### src/bpdr_pkg.sv
// shared types and constants for the bmp pixel decode and rotate unit
`default_nettype none
package bpdr_pkg;

	localparam int DIM_W       = 13;
	localparam int PAL_DEPTH   = 256;
	localparam int PAL_AW      = 8;
	localparam int COLOR_W     = 24;
	localparam int COORD_W     = 17;
	localparam int QUEUE_DEPTH = 4;
	localparam int QUEUE_AW    = 2;

	localparam logic [DIM_W-1:0] MAX_DIM = 13'd4096;

	// opcodes
	localparam logic OP_PALETTE = 1'b0;
	localparam logic OP_PIXEL   = 1'b1;

	// pixel depth codes
	localparam logic [2:0] DEPTH_1BPP  = 3'd0;
	localparam logic [2:0] DEPTH_4BPP  = 3'd1;
	localparam logic [2:0] DEPTH_8BPP  = 3'd2;
	localparam logic [2:0] DEPTH_24BPP = 3'd3;
	localparam logic [2:0] DEPTH_32BPP = 3'd4;

	// rotation codes
	localparam logic [1:0] ROT_0   = 2'd0;
	localparam logic [1:0] ROT_90  = 2'd1;
	localparam logic [1:0] ROT_180 = 2'd2;
	localparam logic [1:0] ROT_270 = 2'd3;

	// configuration register indexes
	localparam logic [2:0] CFG_WIDTH    = 3'd0;
	localparam logic [2:0] CFG_HEIGHT   = 3'd1;
	localparam logic [2:0] CFG_DEPTH    = 3'd2;
	localparam logic [2:0] CFG_ROTATION = 3'd3;
	localparam logic [2:0] CFG_MIRROR   = 3'd4;
	localparam logic [2:0] CFG_ORIGIN_X = 3'd5;
	localparam logic [2:0] CFG_ORIGIN_Y = 3'd6;

	// effective configuration seen by front and back
	typedef struct packed {
		logic [DIM_W-1:0]   width;
		logic [DIM_W-1:0]   height;
		logic [2:0]         depth;
		logic [1:0]         rotation;
		logic               mirror;
		logic signed [15:0] origin_x;
		logic signed [15:0] origin_y;
	} cfg_t;

	// one queued job: a palette write, the pixels of one byte, or one assembled 24/32bpp pixel
	typedef struct packed {
		logic               pal_write;
		logic [3:0]         npix;
		logic [2:0]         depth;
		logic [7:0]         data;
		logic [DIM_W-1:0]   col;
		logic [DIM_W-1:0]   row;
		logic [COLOR_W-1:0] color;
	} entry_t;

endpackage
`default_nettype wire

### src/bpdr_front.sv
// front end: accepts words, tracks row position and byte assembly, builds jobs
`default_nettype none
module bpdr_front import bpdr_pkg::*; (
	input  logic               clk,
	input  logic               arst_n,
	input  cfg_t               cfg,
	input  logic               in_valid,
	output logic               in_ready,
	input  logic               opcode,
	input  logic [7:0]         palette_index,
	input  logic [COLOR_W-1:0] palette_color,
	input  logic [7:0]         data_byte,
	input  logic               q_full,
	output logic               push,
	output entry_t             push_entry
);

	logic [DIM_W-1:0]   col_q;
	logic [DIM_W-1:0]   row_q;
	logic [14:0]        bir_q;
	logic [COLOR_W-1:0] partial_q;
	logic [1:0]         phase_q;

	logic               accept;
	logic               depth_ok;
	logic               byte_take;
	logic               in_row;
	logic [DIM_W-1:0]   remaining;
	logic [17:0]        row_bits;
	logic [14:0]        bpr;
	logic               row_end;
	logic               emit;
	logic [3:0]         npix;
	logic [COLOR_W-1:0] color;
	logic [1:0]         phase_n;
	logic [COLOR_W-1:0] partial_n;

	assign in_ready   = !q_full;
	assign accept     = in_valid && in_ready;
	assign depth_ok   = cfg.depth inside {[DEPTH_1BPP:DEPTH_32BPP]};
	assign byte_take  = accept && (opcode == OP_PIXEL) && depth_ok;
	assign in_row     = col_q < cfg.width;
	assign remaining  = cfg.width - col_q;

	// row length in bytes, padded to 4
	always_comb begin
		case (cfg.depth)
			DEPTH_1BPP:  row_bits = 18'(cfg.width) + 18'd31;
			DEPTH_4BPP:  row_bits = (18'(cfg.width) << 2) + 18'd31;
			DEPTH_8BPP:  row_bits = (18'(cfg.width) << 3) + 18'd31;
			DEPTH_24BPP: row_bits = (18'(cfg.width) << 4) + (18'(cfg.width) << 3) + 18'd31;
			DEPTH_32BPP: row_bits = (18'(cfg.width) << 5) + 18'd31;
			default:     row_bits = 18'd0;
		endcase
	end

	assign bpr     = {row_bits[17:5], 2'b00};
	assign row_end = ({1'b0, bir_q} + 16'd1) >= {1'b0, bpr};

	always_comb begin
		emit      = 1'b0;
		npix      = 4'd1;
		color     = '0;
		phase_n   = phase_q;
		partial_n = partial_q;
		if (in_row) begin
			case (cfg.depth)
				DEPTH_1BPP: begin
					emit = 1'b1;
					npix = (remaining >= 13'd8) ? 4'd8 : remaining[3:0];
				end
				DEPTH_4BPP: begin
					emit = 1'b1;
					npix = (remaining >= 13'd2) ? 4'd2 : 4'd1;
				end
				DEPTH_8BPP: begin
					emit = 1'b1;
				end
				DEPTH_24BPP: begin
					if (phase_q == 2'd0) begin
						partial_n = {16'd0, data_byte};
						phase_n   = 2'd1;
					end else if (phase_q == 2'd1) begin
						partial_n = partial_q | {8'd0, data_byte, 8'd0};
						phase_n   = 2'd2;
					end else begin
						// late phase completes the pixel with red
						emit      = 1'b1;
						color     = {data_byte, partial_q[15:0]};
						partial_n = '0;
						phase_n   = 2'd0;
					end
				end
				DEPTH_32BPP: begin
					if (phase_q == 2'd0) begin
						partial_n = {16'd0, data_byte};
						phase_n   = 2'd1;
					end else if (phase_q == 2'd1) begin
						partial_n = partial_q | {8'd0, data_byte, 8'd0};
						phase_n   = 2'd2;
					end else if (phase_q == 2'd2) begin
						partial_n = partial_q | {data_byte, 16'd0};
						phase_n   = 2'd3;
					end else begin
						// alpha byte dropped
						emit      = 1'b1;
						color     = partial_q;
						partial_n = '0;
						phase_n   = 2'd0;
					end
				end
				default: begin
					emit = 1'b0;
				end
			endcase
		end
	end

	always_ff @(posedge clk or negedge arst_n) begin
		if (!arst_n) begin
			col_q     <= '0;
			row_q     <= '0;
			bir_q     <= '0;
			partial_q <= '0;
			phase_q   <= '0;
		end else if (byte_take) begin
			if (row_end) begin
				col_q     <= '0;
				bir_q     <= '0;
				partial_q <= '0;
				phase_q   <= '0;
				if (({1'b0, row_q} + 14'd1) >= {1'b0, cfg.height}) begin
					row_q <= '0;
				end else begin
					row_q <= row_q + 13'd1;
				end
			end else begin
				bir_q     <= bir_q + 15'd1;
				col_q     <= emit ? (col_q + 13'(npix)) : col_q;
				partial_q <= partial_n;
				phase_q   <= phase_n;
			end
		end
	end

	assign push = accept && ((opcode == OP_PALETTE) || (depth_ok && emit));

	always_comb begin
		push_entry.pal_write = (opcode == OP_PALETTE);
		push_entry.npix      = npix;
		push_entry.depth     = cfg.depth;
		push_entry.data      = (opcode == OP_PALETTE) ? palette_index : data_byte;
		push_entry.col       = col_q;
		push_entry.row       = row_q;
		push_entry.color     = (opcode == OP_PALETTE) ? palette_color : color;
	end

endmodule
`default_nettype wire

### config.mk
export PLATFORM = sky130hd
export DESIGN_NAME = bpdr_front
export DESIGN_NICKNAME = d
export VERILOG_FILES = /design/src/bpdr_pkg.sv /design/src/bpdr_front.sv
export SDC_FILE = /design/constraint.sdc
export NUM_CORES = 1
export LEC_CHECK = 0
export BUFFER_PORTS_ARGS = -buffer_cell sky130_fd_sc_hd__buf_4
export CAP_MARGIN = 20
export CORE_MARGIN = 2
export CORE_UTILIZATION = 35
export CTS_CLUSTER_SIZE = 16
export DETAILED_ROUTE_END_ITERATION = 10
export SLEW_MARGIN = 30
export SYNTH_ARGS = -nofsm -noshare
export SYNTH_HDL_FRONTEND = slang
export SYNTH_SLANG_ARGS = --single-unit
### constraint.sdc
create_clock -name clk -period 3.65 [get_ports clk]
set_clock_uncertainty 0.2 [all_clocks]
set_input_delay 0.1825 -clock clk [delete_from_list [all_inputs] [get_ports clk]]
set_output_delay 0.1825 -clock clk [all_outputs]
set_load 0.1 [all_outputs]
==> metrics <==
Mapped Area=0.00739 mm^2; clk sinks=67; combinational share of power=0.570; Peak VDD IR=227 uV; Clock Path Buffers=2; Clk Latency, worst-skew pair=340 ps; synthesized instance count=897; Synth Area per Inst=8.24 um^2; CP Capture Point=col_q[11]; outcome=finished with violations; required time worst endpoint=3710 ps; routability cong.=0.905; DR vias/cell=5.48; die area=0.0223 mm^2; Pins Over Slew Limit=0; final core area utilization=0.554; post-route ant nets=0; clk slew on worst S/H paths=60 ps; r2r worst-path depth=16; final setup fails=17; final net count=1397; sequential fraction of the synthesis area=0.227; post-synthesis net count=1093; CTS tree=built; Chip Height=149 um; Fmax achieved=250 MHz; TritonRoute pass-1 iters=5; cell internal pwr=0.00244 W; initial antenna violation count=0; 1st-iter DRT viols=577; total gr overflow=0; Power, Total=0.00444 W; WL/cell=17.3 um; Worst Setup End Kind=flip-flop; Clk pwr share=0.206; Layout area overhead=56.5%; vias in the first global route=7870; DRC viols=0; num rows=53; first-pass GRT wire length=40300 um; Post-synth ARST share=1.00; failing checks=negative setup slack; Sw Pwr=0.00200 W; sw frac=0.450; CP Launch Type=flip-flop; post-layout minimum cycle time=4000 ps; Ports=177; Synth Flop Type=dfrtp_1; DPL Wire Length=19200 um; slew margin rel.=0.390; Antenna Cells=0; Yosys cell types=88; CP Class=flip-flop to flip-flop; reg2reg setup slack=-350 ps; Fin. Hold Viols=0; max_cap viols=0; detailed-route via count=8115; total CTS buffers=9; clk root buf=clkbuf_16; Crit path arrival time=4070 ps; Power Density=384 mW/mm^2; CTS H-tree lvls=3; capturing point of the worst reg2reg path=col_q[11]; sequential power share=0.224; Syn. warnings=0; largest net degree at the start of global routing=68; #FFs+latches synth=67; setup ws final=-353 ps; layout cell share with drive strength beyond 1=0.442; IO Port Bufs=141; CP Launch Point=col_q[0]; all-layer global routing usage=0.224; EDFF count, synth=0; fin crit share=1.10; Min-Delay Path Class=input pin to asynchronous set/reset pin; Initial Util=0.354; fill count=1910; critical path peak fanout=5; Die X=149 um; worst r2r src=col_q[0]; RSZ-0062 raised after global routing=true; final wirelength=25600 um; Core ar.=0.0209 mm^2; static leakage=5.16 nW; slew of the pin with the lowest slew margin=908 ps
## cells in the final DEF, fill, tap and decap left out, drive strengths merged, types with 12 or more instances in the layout
master,synthesis,routed
ha,85,85
a21oi,62,62
nor2,63,63
o2bb2ai,12,12
o22ai,12,12
xor2,20,20
a22o,25,25
buf,19,316
dfrtp,67,67
xnor2,44,44
nand3,55,55
nor3,24,24
nand2,83,83
o21ai,45,45
clkbuf,16,12
a21o,18,18
inv,56,58
a211oi,13,13
## logic make-up (layout without fill, tap and decap cells)
group,count (synthesis),in the layout,synth area share
simple gates,294,294,0.200
buf+inv,92,401,0.0569
fa+ha+maj,87,87,0.149
flops,67,67,0.227
compound gates,279,279,0.271
xor+xnor,64,64,0.0758
mux,14,14,0.0207
## how the worst min path moves through the flow
stage            start  depth (start not counted)       endpoint  slack (ps)
2_1_floorplan   arst_n                          0       bir_q[0]        -310
3_3_place_gp    arst_n                          1  partial_q[14]         170
3_5_place_dp    arst_n                          1  partial_q[13]         170
4_1_cts        cfg[36]                          5       col_q[0]         190
5_1_grt        cfg[36]                          5       col_q[0]         250
6_report        arst_n                          2   partial_q[9]         220
## what timing repair did
item | CTS | global route
setup buffers | 10 | 10
cloned | 0 | 3
hold endpoints to repair | 91 | 0
hold buffers | 9 | 0
resized for setup | 46 | 107
setup endpoints to repair | 66 | 82
pin swaps | 47 | 82
## Yosys cell counts, types with 4 or more instances
| master | number | share of area |
|---|---|---|
| ha_1 | 85 | 0.14 |
| nand2_1 | 79 | 0.040 |
| dfrtp_1 | 67 | 0.23 |
| nor2_1 | 62 | 0.031 |
| a21oi_1 | 61 | 0.041 |
| inv_1 | 54 | 0.027 |
| nand3_1 | 54 | 0.037 |
| xnor2_1 | 44 | 0.052 |
| o21ai_0 | 41 | 0.028 |
| a22o_1 | 25 | 0.030 |
| nor3_1 | 23 | 0.016 |
| xor2_1 | 20 | 0.024 |
| a21o_1 | 15 | 0.015 |
| clkbuf_1 | 15 | 0.0076 |
| a211oi_1 | 12 | 0.012 |
| o22ai_1 | 12 | 0.010 |
| o2bb2ai_1 | 12 | 0.014 |
| a22oi_1 | 10 | 0.010 |
| and3_1 | 10 | 0.0085 |
| mux2_2 | 10 | 0.015 |
| nand4_1 | 9 | 0.0076 |
| a32o_1 | 8 | 0.011 |
| buf_2 | 8 | 0.0054 |
| nor2b_1 | 8 | 0.0068 |
| o31ai_1 | 8 | 0.0081 |
| buf_4 | 7 | 0.0071 |
| nand3b_1 | 7 | 0.0071 |
| a221oi_1 | 6 | 0.0071 |
| o21a_1 | 6 | 0.0061 |
| a222oi_1 | 5 | 0.0068 |
| a31oi_1 | 5 | 0.0042 |
| nand2b_1 | 5 | 0.0042 |
| a21boi_0 | 4 | 0.0041 |
| and2_1 | 4 | 0.0034 |
| mux2i_1 | 4 | 0.0054 |
| nor4_1 | 4 | 0.0034 |
| o41ai_1 | 4 | 0.0047 |
## through the flow
| step | hold slack (ps) | cell area (um^2) | setup TNS, ps | cells | worst slack [ps] |
|---|---|---|---|---|---|
| 2_1_floorplan | -313 | 7820 | -14640 | 897 | -1170 |
| 6_report | 219 | 11600 | -2750 | 1481 | -353 |
| 5_1_grt | 248 | 11600 | -9930 | 1481 | -496 |
| 4_1_cts | 195 | 10900 | -2700 | 1468 | -404 |
| 3_3_place_gp | 170 | 10200 | -21240 | 1433 | -399 |
| 3_5_place_dp | 169 | 10200 | -23700 | 1433 | -448 |
## layout make-up
class | instances | area [um^2] | area share
clock buffers | 9 | 225 | 0.0195
clock inverters | 7 | 82.6 | 0.00714
inverters | 57 | 238 | 0.0206
multi-input cells | 738 | 6280 | 0.543
flip-flops and latches | 67 | 1730 | 0.150
well taps | 275 | 344 | 0.0297
repair buffers | 328 | 2670 | 0.230
## worst max-delay path, cell delays in order (launching register included)
cell and delay (ps):
dfrtp_4 490, ha_4 170, fa_2 340, nand2b_4 170, a21oi_4 170, o211a_1 230
o221a_4 200, o221a_4 220, a41oi_2 130, o21a_4 280, ha_4 250, a21o_1 110
a21oi_2 60, nor2b_1 140, o21ai_2 110, or4_1 520, a21oi_1 130
## registers in the layout, indices dropped and copies added, names as in the netlist
signal     cells
col_q         13
partial_q     24
row_q         13
phase_q        2
bir_q         15
## power groups by stage
| stage | clock network, W | registers [W] | logic (W) |
|---|---|---|---|
| finish | 0.000917 | 0.000994 | 0.00253 |
| global placement | 0 | 0.000993 | 0.00224 |
| global route | 0.000968 | 0.00101 | 0.00272 |
| detailed placement | 0 | 0.000996 | 0.00226 |
| floorplan | 0 | 0.00128 | 0.00123 |
| CTS | 0.000930 | 0.000984 | 0.00239 |
## layer usage
| layer | part of all wire | track usage | vias up |
|---|---|---|---|
| li1 | - | - | 3972 |
| met1 | 0.45 | 0.295 | 3922 |
| met2 | 0.49 | 0.391 | 190 |
| met3 | 0.041 | 0.0260 | 31 |
| met4 | 0.015 | 0.0548 | 0 |
| met5 | 0 | 0 | - |
No activity file was read; power rests on OpenSTA's default activity.
