`config.mk`:
```
export PLATFORM = sky130hd
export DESIGN_NAME = bpdr_queue
export DESIGN_NICKNAME = d
export VERILOG_FILES = /design/src/bpdr_pkg.sv /design/src/bpdr_queue.sv
export SDC_FILE = /design/constraint.sdc
export NUM_CORES = 1
export LEC_CHECK = 0
export BUFFER_PORTS_ARGS = -buffer_cell sky130_fd_sc_hd__buf_2
export CAP_MARGIN = 10
export CORE_MARGIN = 10
export CORE_UTILIZATION = 50
export DETAILED_ROUTE_END_ITERATION = 6
export HOLD_SLACK_MARGIN = 0.08
export PLACE_DENSITY = 0.73
export RECOVER_POWER = 100
export SLEW_MARGIN = 30
export SYNTH_ARGS = -nofsm -noshare
export SYNTH_HDL_FRONTEND = slang
export SYNTH_SLANG_ARGS = --single-unit
```
`constraint.sdc`:
```
create_clock -name clk -period 2.41 [get_ports clk]
set_input_delay 0.1205 -clock clk [delete_from_list [all_inputs] [get_ports clk]]
set_output_delay 0.1205 -clock clk [all_outputs]
set_load 0.01 [all_outputs]
```
`src/bpdr_pkg.sv`:
```
// shared types and constants for the bmp pixel decode and rotate unit
`default_nettype none
package bpdr_pkg;

	localparam int DIM_W       = 13;
	localparam int PAL_DEPTH   = 256;
	localparam int PAL_AW      = 8;
	localparam int COLOR_W     = 24;
	localparam int COORD_W     = 17;
	localparam int QUEUE_DEPTH = 4;
	localparam int QUEUE_AW    = 2;

	localparam logic [DIM_W-1:0] MAX_DIM = 13'd4096;

	// opcodes
	localparam logic OP_PALETTE = 1'b0;
	localparam logic OP_PIXEL   = 1'b1;

	// pixel depth codes
	localparam logic [2:0] DEPTH_1BPP  = 3'd0;
	localparam logic [2:0] DEPTH_4BPP  = 3'd1;
	localparam logic [2:0] DEPTH_8BPP  = 3'd2;
	localparam logic [2:0] DEPTH_24BPP = 3'd3;
	localparam logic [2:0] DEPTH_32BPP = 3'd4;

	// rotation codes
	localparam logic [1:0] ROT_0   = 2'd0;
	localparam logic [1:0] ROT_90  = 2'd1;
	localparam logic [1:0] ROT_180 = 2'd2;
	localparam logic [1:0] ROT_270 = 2'd3;

	// configuration register indexes
	localparam logic [2:0] CFG_WIDTH    = 3'd0;
	localparam logic [2:0] CFG_HEIGHT   = 3'd1;
	localparam logic [2:0] CFG_DEPTH    = 3'd2;
	localparam logic [2:0] CFG_ROTATION = 3'd3;
	localparam logic [2:0] CFG_MIRROR   = 3'd4;
	localparam logic [2:0] CFG_ORIGIN_X = 3'd5;
	localparam logic [2:0] CFG_ORIGIN_Y = 3'd6;

	// effective configuration seen by front and back
	typedef struct packed {
		logic [DIM_W-1:0]   width;
		logic [DIM_W-1:0]   height;
		logic [2:0]         depth;
		logic [1:0]         rotation;
		logic               mirror;
		logic signed [15:0] origin_x;
		logic signed [15:0] origin_y;
	} cfg_t;

	// one queued job: a palette write, the pixels of one byte, or one assembled 24/32bpp pixel
	typedef struct packed {
		logic               pal_write;
		logic [3:0]         npix;
		logic [2:0]         depth;
		logic [7:0]         data;
		logic [DIM_W-1:0]   col;
		logic [DIM_W-1:0]   row;
		logic [COLOR_W-1:0] color;
	} entry_t;

endpackage
`default_nettype wire

```
`src/bpdr_queue.sv`:
```
// short job queue between front and back
`default_nettype none
module bpdr_queue import bpdr_pkg::*; (
	input  logic   clk,
	input  logic   arst_n,
	input  logic   push,
	input  entry_t push_entry,
	output logic   full,
	input  logic   pop,
	output logic   head_valid,
	output entry_t head
);

	entry_t              slot_q [QUEUE_DEPTH];
	logic [QUEUE_AW-1:0] wr_ptr_q;
	logic [QUEUE_AW-1:0] rd_ptr_q;
	logic [QUEUE_AW:0]   count_q;

	assign full       = count_q == (QUEUE_AW+1)'(QUEUE_DEPTH);
	assign head_valid = count_q != '0;
	assign head       = slot_q[rd_ptr_q];

	always_ff @(posedge clk) begin
		if (push) begin
			slot_q[wr_ptr_q] <= push_entry;
		end
	end

	always_ff @(posedge clk or negedge arst_n) begin
		if (!arst_n) begin
			wr_ptr_q <= '0;
			rd_ptr_q <= '0;
			count_q  <= '0;
		end else begin
			if (push) begin
				wr_ptr_q <= wr_ptr_q + 1'b1;
			end
			if (pop) begin
				rd_ptr_q <= rd_ptr_q + 1'b1;
			end
			case ({push, pop})
				2'b10:   count_q <= count_q + 1'b1;
				2'b01:   count_q <= count_q - 1'b1;
				default: count_q <= count_q;
			endcase
		end
	end

endmodule
`default_nettype wire

```
==> results.txt, run 1 <==
Yosys reg bits: 271
Die area: 25,930 sq um
Total track usage: 0.1502
Worst-Skew Late Latency: 0.52 ns
DRT Pass-1 Iters: 4
Sinks on Clock Net: 271
Rows: 51
First-pass GRT wire length: 30,930 microns
Final core utilization: 0.6319
Critical path capture point type: primary output
Worst endpoint required time: 2.29 ns
P_leak: 0.004023 uW
Starting Density: 0.5092
Crit Path Max Fanout: 11
Setup-failing EPs final: 0
DP Worst Slack: 0.5814 ns
Die width: 161.0 microns
Fillers: 1,356
Type of origin of the critical path: flip-flop
Slew margin rel.: 0.5379
Final hold vios: 0
Vias per cell: 5.301
Final net count: 698
H-Tree Depth: 1
Post-synthesis cell area: 9943 sq um
Maximum number of pins on one net before global-route repair: 34
Via Count: 4,797
Root Driver: clkbuf_16
DRC Markers: 0
Final period util: 0.9144
CTS tree: built
PD cells: 1152 nW/um^2
Mean area per synthesized cell: 26.10 sq um
Maxcap violations: 0
Worst VDD drop: 0.0006224 V
Port-buffer cells: 137
Final WL: 19,430 microns
Min Tclk post-route: 2.204 ns
Global placement routability congestion: 0.6909
Multi-input gate area: 1690 sq um
IO Count: 138
Slew Limit Fails: 0
Storage element area: 8110 sq um
Share of cells above drive strength 1: 0.2078
Clk buf depth: 3
Routed Antenna Nets: 0
Final worst setup slack: 0.2062 ns
Initial antenna violation count: 0
Core box area: 19,530 sq um
Final TNS setup: 0 ns
DRT iter0 DRCs: 323
N_diodes: 0
Avg WL per Cell: 21.47 microns
Clock transition at path regs: 0.06 ns
Sequential element share of the synthesized area: 0.8149
Layout area overhead: 24.08%
Critical path class: flip-flop to primary output
Syn_nets: 457
Die Ht: 161.0 microns
Yosys warns: 0
Outcome: finished clean
Min-Delay Path Class: input port to flip-flop
Least-Margin Pin Slew: 0.6931 ns
Vias in the first global route: 5,346
Overflow after GRT: 0
Total CTS buffers: 27
Syn Inst Count: 381
Distinct cells, synth: 20
Hpwl dp: 12,440 microns
RSZ-0062 raised after global routing: false
WP data arrival: 2.08 ns
Clock Skew: 0.01069 ns
Peak Freq: 0.4538 GHz
==> cell families after synthesis <==
| logic type | after synthesis | share of synthesized area |
|---|---|---|
| DFF | 271 | 0.8149 |
| muxes | 67 | 0.1505 |
| buffers and inverters | 21 | 0.01560 |
| and+or+nand+nor | 9 | 0.004908 |
| xor gates and xnor gates | 6 | 0.005285 |
| adders and majority gates | 6 | 0.008305 |
| AOI/OAI and AO/OA | 1 | 0.0005029 |
==> critical path, stage by stage (launching register included) <==
cell and delay [ns]:
dfrtp_4 0.51, clkbuf_4 0.32, mux4_2 0.57, clkbuf_1 0.15
==> cell type report <==
cell class,count,area share
sequential,271,0.6573
multi-input combinational,89,0.1370
timing repair buffer,227,0.1148
clock buffer,34,0.05689
tap,265,0.02687
clock inverter,13,0.005273
inverter,6,0.001825
==> cells in the mapped netlist <==
cell	number	area (sq um)
or3_1	1	6.260
and2_1	4	25.02
mux4_2	66	1486
dfrtp_1	7	175.2
o21ai_0	1	5.000
inv_1	6	22.52
buf_6	1	11.26
xnor2_1	2	17.52
fa_1	1	20.02
mux2i_1	1	10.01
buf_12	3	60.06
nor2_1	1	3.750
edfxtp_1	264	7928
buf_1	3	11.26
and3_1	1	6.260
buf_2	4	20.02
nand2_1	2	7.510
ha_1	5	62.56
xor2_1	4	35.03
buf_4	4	30.03
==> flip-flops by register name, indices dropped and copies added (netlist names) <==
register  cells
count_q       3
rd_ptr_q      2
slot_q      264
wr_ptr_q      2
==> layout by cell type (no fill, tap or decap) <==
cell type | synthesis | layout
clkbuf_4 | 0 | 2
inv_1 | 6 | 6
buf_4 | 4 | 5
o21ai_0 | 1 | 1
nor2_1 | 1 | 1
mux4_2 | 66 | 66
edfxtp_1 | 264 | 264
or3_1 | 1 | 1
buf_2 | 4 | 8
mux2i_1 | 1 | 1
dfrtp_1 | 7 | 5
clkbuf_1 | 0 | 137
and2_2 | 0 | 4
dfrtp_4 | 0 | 2
inv_6 | 0 | 2
clkbuf_2 | 0 | 7
clkbuf_16 | 0 | 27
xnor2_1 | 2 | 2
clkinv_1 | 0 | 6
ha_1 | 5 | 5
clkinv_2 | 0 | 5
fa_1 | 1 | 1
xor2_1 | 4 | 4
dlygate4sd3_1 | 0 | 70
buf_12 | 3 | 5
and3_1 | 1 | 1
nand2_1 | 2 | 2
==> layer usage <==
layer / wire length [microns] / vias to the layer above / track usage
li1: - / 2110 / -
met1: 7951 / 2528 / 0.1888
met2: 10170 / 137 / 0.2588
met4: 317 / 0 / 0.04053
met5: 0 / - / 0
met3: 994 / 22 / 0.03305
==> path summary, 6_finish.rpt <==
path                                       to  cells past startpoint         from  slack (ns)
worst min-delay path              rd_ptr_q[0]                      3          pop        0.36
min in group asynchronous          count_q[1]                      3       arst_n        0.57
worst max register to register  slot_q[1][46]                      4  wr_ptr_q[1]        0.22
max in group asynchronous         rd_ptr_q[0]                      3       arst_n        1.56
worst max-delay path                 head[32]                      3  rd_ptr_q[0]        0.21
worst min register to register     count_q[0]                      1   count_q[0]        0.51
==> where the power goes <==
part | leakage (uW) | internal [uW] | switching [uW] | total [uW]
combinational | 0.00114 | 1840 | 2230 | 4070
sequential | 0.00250 | 6180 | 337 | 6520
clock | 0.000379 | 2050 | 1580 | 3630
total | 0.00402 | 10100 | 4140 | 14200
==> stage by stage <==
| step | hold WS [ns] | total power, uW | instance area, sq um | instances |
|---|---|---|---|---|
| floorplan | -0.1751 | 9219 | 9948 | 381 |
| global placement | -0.04012 | 10800 | 11070 | 785 |
| detailed placement | -0.03381 | 10930 | 11070 | 785 |
| CTS | 0.3264 | 14680 | 12540 | 902 |
| global route | 0.3692 | 14950 | 12340 | 905 |
| finish | 0.3624 | 14220 | 12340 | 905 |
==> what timing repair did <==
action                     4_1_cts  5_1_grt
hold endpoints to repair       277        0
resized for setup                0        0
hold buffers                    70        0
buffers inserted                 0        3
setup endpoints to repair        0       16
Power figures use the tool's default switching activity.
==> inputs of run 2 (changes only) <==
Settings changed: PLACE_DENSITY 0.73 to not set, PLACE_DENSITY_LB_ADDON set to 0.1, SETUP_SLACK_MARGIN set to 0.4.
==> results.txt, run 2 (same netlist as run 1, synthesis figures left out) <==
Outcome: finished clean
Routed Antenna Nets: 0
Core box area: 19,530 sq um
Type of origin of the critical path: flip-flop
Final TNS setup: 0 ns
DRC Markers: 0
Slew margin rel.: 0.1737
Die area: 25,930 sq um
Fraction of power consumed by combinational cells: 0.316
Die width: 161.0 microns
Vias per cell: 5.220
Total track usage: 0.1510
Path depth of the worst reg2reg path: 4
Hold depth: 3
Maximum number of pins on one net before global-route repair: 67
WHS Endpoint: rd_ptr_q[0]
Clock transition at path regs: 0.06 ns
First-pass GRT wire length: 30,840 microns
Cell Area, Placed: 11,040 sq um
CTS tree: built
Sinks on Clock Net: 271
Clock Skew: 0.005391 ns
Flop pwr share: 0.436
Internal power: 10,480 uW
Hold path start: pop
NetSw: 4278 uW
Design area: 12,550 sq um
Clk buf depth: 3
DRT Pass-1 Iters: 4
Worst r2r src: wr_ptr_q[0]
Final period util: 0.9084
Via Count: 4,776
Global placement routability congestion: 0.7102
Largest Register: slot_q
Final hold vios: 0
Vias in the first global route: 5,288
Hpwl dp: 11,660 microns
Least-Margin Pin Slew: 1.239 ns
R2R Path End: slot_q[0][57]
P_leak: 0.004136 uW
Sw Share: 0.2899
Final WL: 19,970 microns
Setup-failing EPs final: 0
Min Tclk post-route: 2.189 ns
Crit Path Max Fanout: 5
Final net count: 707
Layout area overhead: 26.24%
Root Driver: clkbuf_16
Most frequent cells in the layout: edfxtp_1, clkbuf_1, dlygate4sd3_1, mux4_2, clkbuf_16
Setup slack, reg-to-reg: 0.33 ns
Critical path class: flip-flop to primary output
Most common cell after layout, fill and taps aside: edfxtp_1
Avg WL per Cell: 21.82 microns
Rows: 51
CP max stage delay: 0.50 ns
Worst VDD drop: 0.0006674 V
Initial antenna violation count: 0
Largest register FFs: 264
Share of cells above drive strength 1: 0.2262
Port-buffer cells: 137
Top Registers: slot_q: 264 flops, count_q: 3 flops
Worst-Skew Late Latency: 0.51 ns
Starting Density: 0.5092
H-Tree Depth: 1
RSZ-0062 raised after global routing: true
Total CTS buffers: 27
Die Ht: 161.0 microns
DRT iter0 DRCs: 362
Clock power frac: 0.247
CP cell instances: clkbuf_2, clkbuf_16, mux4_2, clkbuf_1
Critical path capture point type: primary output
Maxcap violations: 0
Worst endpoint required time: 2.29 ns
IO Count: 138
Overflow after GRT: 0
WP data arrival: 2.07 ns
PD cells: 1175 nW/um^2
Peak Freq: 0.4568 GHz
N_diodes: 0
Slew Limit Fails: 0
Min-Delay Path Class: input port to flip-flop
Slowest stage cell, crit path: mux4_2
run 2: what timing repair did:
action                                 CTS  global route
endpoints found under the hold margin  277             0
setup buffers                           11             0
cloned                                   3             3
hold buffers                            70             0
setup endpoints to repair               66            66
gates resized for setup                  6            20
run 2: cell type report:
class / count / area (sq um)
clock inverters: 12 / 55.05
repair buffers: 236 / 1634
inverters: 6 / 22.52
clock buffers: 36 / 709.4
multi-input cells: 89 / 1689
well taps: 265 / 331.6
flip-flops and latches: 271 / 8110
fillers: 1394 / 6974
run 2: per-layer routing:
layer	up-vias	GRT usage	wire length, microns
li1	2129	-	-
met1	2485	0.1992	8544
met2	138	0.2476	9925
met3	24	0.03991	1200
met4	0	0.03515	298
met5	-	0	0
run 2: worst max path at each step:
| stage | startpoint | end | slack (ns) | cells after the start |
|---|---|---|---|---|
| CTS | rd_ptr_q[0] | head[65] | 0.28 | 4 |
| global route | rd_ptr_q[0] | head[6] | 0.13 | 4 |
| detailed placement | rd_ptr_q[0] | head[65] | 0.63 | 3 |
| finish | rd_ptr_q[0] | head[15] | 0.22 | 4 |
| global placement | rd_ptr_q[0] | head[65] | 0.64 | 3 |
| floorplan | wr_ptr_q[0] | slot_q[2][0] | 0.53 | 3 |
run 2: worst max-delay path, delay by kind of cell (launching register included):
family / cells / cell delay [ns]
muxes: 1 / 0.50
buffers and inverters: 3 / 0.62
DFF: 1 / 0.43
run 2: power groups by stage:
| stage | combinational (uW) | sequential (uW) | clock [uW] |
|---|---|---|---|
| after global placement | 4270 | 6590 | 0 |
| after CTS | 4900 | 6420 | 3730 |
| after detailed placement | 4270 | 6650 | 0 |
| final | 4670 | 6440 | 3650 |
| after floorplan | 2810 | 6410 | 0 |
| after global routing | 5060 | 6510 | 3940 |
run 2: through the flow:
step	power, uW	utilization	hold slack, ns	cells	setup WS (ns)
6_report	14750	0.6428	0.3577	915	0.2207
5_1_grt	15510	0.6428	0.3535	915	0.1342
4_1_cts	15050	0.6498	0.3348	912	0.2826
3_5_place_dp	10910	0.5652	-0.03312	780	0.6284
3_3_place_gp	10860	0.5652	-0.03787	780	0.6402
2_1_floorplan	9219	-	-0.1751	381	0.5271
==> inputs of run 3 (changes only) <==
Settings changed: RECOVER_POWER 100 to 25.
==> results.txt, run 3 (same netlist as run 1, synthesis figures left out) <==
Outcome: finished clean
Starting Density: 0.5092
Global placement routability congestion: 0.7102
Die width: 161.0 microns
Clock Skew: 0.005703 ns
Worst-Skew Late Latency: 0.51 ns
Setup-failing EPs final: 0
Min Tclk post-route: 2.076 ns
Layout area overhead: 28.85%
Least-Margin Pin Slew: 0.4233 ns
DRT Pass-1 Iters: 4
Final TNS setup: 0 ns
Slew margin rel.: 0.7178
Clock transition at path regs: 0.06 ns
Critical path capture point type: primary output
Vias per cell: 5.200
RSZ-0062 raised after global routing: true
Hpwl dp: 11,660 microns
N_diodes: 0
Crit Path Max Fanout: 7
P_leak: 0.004416 uW
Type of origin of the critical path: flip-flop
Sinks on Clock Net: 271
Vias in the first global route: 5,288
Root Driver: clkbuf_16
Met3 WL: 1106 microns
Die area: 25,930 sq um
CTS tree: built
Total track usage: 0.1510
Most common cell after layout, fill and taps aside: edfxtp_1
WP data arrival: 1.96 ns
M1 WL: 8555 microns
Final period util: 0.8614
Most frequent cells in the layout: edfxtp_1, buf_2, dlygate4sd3_1, mux4_2, clkbuf_1
IO Count: 138
Maximum number of pins on one net before global-route repair: 67
PD cells: 1185 nW/um^2
First-pass GRT wire length: 30,840 microns
Slew Limit Fails: 0
Setup slack, reg-to-reg: 0.72 ns
Peak Freq: 0.4817 GHz
Die Ht: 161.0 microns
Maxcap violations: 0
Final net count: 707
H-Tree Depth: 1
Share of cells above drive strength 1: 0.3538
Total CTS buffers: 27
Overflow after GRT: 0
Min-Delay Path Class: input port to flip-flop
Top Metal Used: met4
DRC Markers: 0
Critical path class: flip-flop to primary output
Core box area: 19,530 sq um
Overall Power: 15,180 uW
Port-buffer cells: 137
DR WL met2: 9891 microns
Avg WL per Cell: 21.71 microns
Via Count: 4,758
Cell Area, Placed: 11,040 sq um
Design area: 12,810 sq um
Largest Register: slot_q
Worst endpoint required time: 2.29 ns
Routed Antenna Nets: 0
Final worst setup slack: 0.3341 ns
Worst VDD drop: 0.0006719 V
Largest register FFs: 264
DRT iter0 DRCs: 361
Final WL: 19,870 microns
Clk buf depth: 3
Final hold vios: 0
Top Registers: slot_q: 264 flops, count_q: 3 flops
Rows: 51
Initial antenna violation count: 0
DP Worst Slack: 0.6284 ns
-- run 3: cell types whose count changed in the layout (fill, tap and decap cells not counted), moves of 4 or more --
cell / change
and2_4: +4
clkbuf_2: -5
buf_4: +4
clkbuf_1: -82
buf_2: +68
buf_6: +13
-- run 3: worst paths after layout --
check,startpoint,endpoint,depth (start not counted)
setup / recovery,rd_ptr_q[0],head[0],4
hold / removal,pop,rd_ptr_q[0],3
setup reg to reg,wr_ptr_q[0],slot_q[0][52],4
hold reg to reg,count_q[2],count_q[2],1
max in group asynchronous,arst_n,rd_ptr_q[1],3
min in group asynchronous,arst_n,count_q[2],3
-- run 3: final cells by class --
class                      instances  area [sq um]
clock buffer                      36         709.4
clock inverter                    12         55.05
fill                            1332          6714
inverter                           6         22.52
multi-input combinational         89          1695
sequential                       271          8110
tap                              265         331.6
timing repair buffer             236          1888
-- run 3: power by group --
part           leakage [uW]  switching (uW)  internal (uW)
registers           0.00250             242           6170
logic               0.00154            2460           2650
clock network      0.000374            1590           2050
total               0.00442            4300          10900
-- run 3: per-layer routing --
| metal | GRT usage | vias to the layer above |
|---|---|---|
| met5 | 0 | - |
| met4 | 0.03515 | 0 |
| met3 | 0.03991 | 24 |
| met2 | 0.2476 | 135 |
| met1 | 0.1992 | 2465 |
| li1 | - | 2134 |
-- run 3: repair_timing --
item / in CTS / in global routing
hold endpoints to repair: 277 / 0
gates cloned: 3 / 3
hold buffers: 70 / 0
buffers inserted: 11 / 0
gates resized for setup: 6 / 20
setup endpoints to repair: 66 / 66
-- run 3: critical path: stages, from the launching register on --
cell and delay [ns]:
dfrtp_4 0.43, buf_12 0.17, clkbuf_16 0.16, mux4_2 0.53, buf_6 0.15
-- run 3: stage by stage --
step             util  std cells  hold slack (ns)
5_1_grt        0.6562        915           0.3535
3_3_place_gp   0.5652        780         -0.03787
2_1_floorplan       -        381          -0.1751
6_report       0.6562        915           0.3576
4_1_cts        0.6498        912           0.3348
3_5_place_dp   0.5652        780         -0.03312
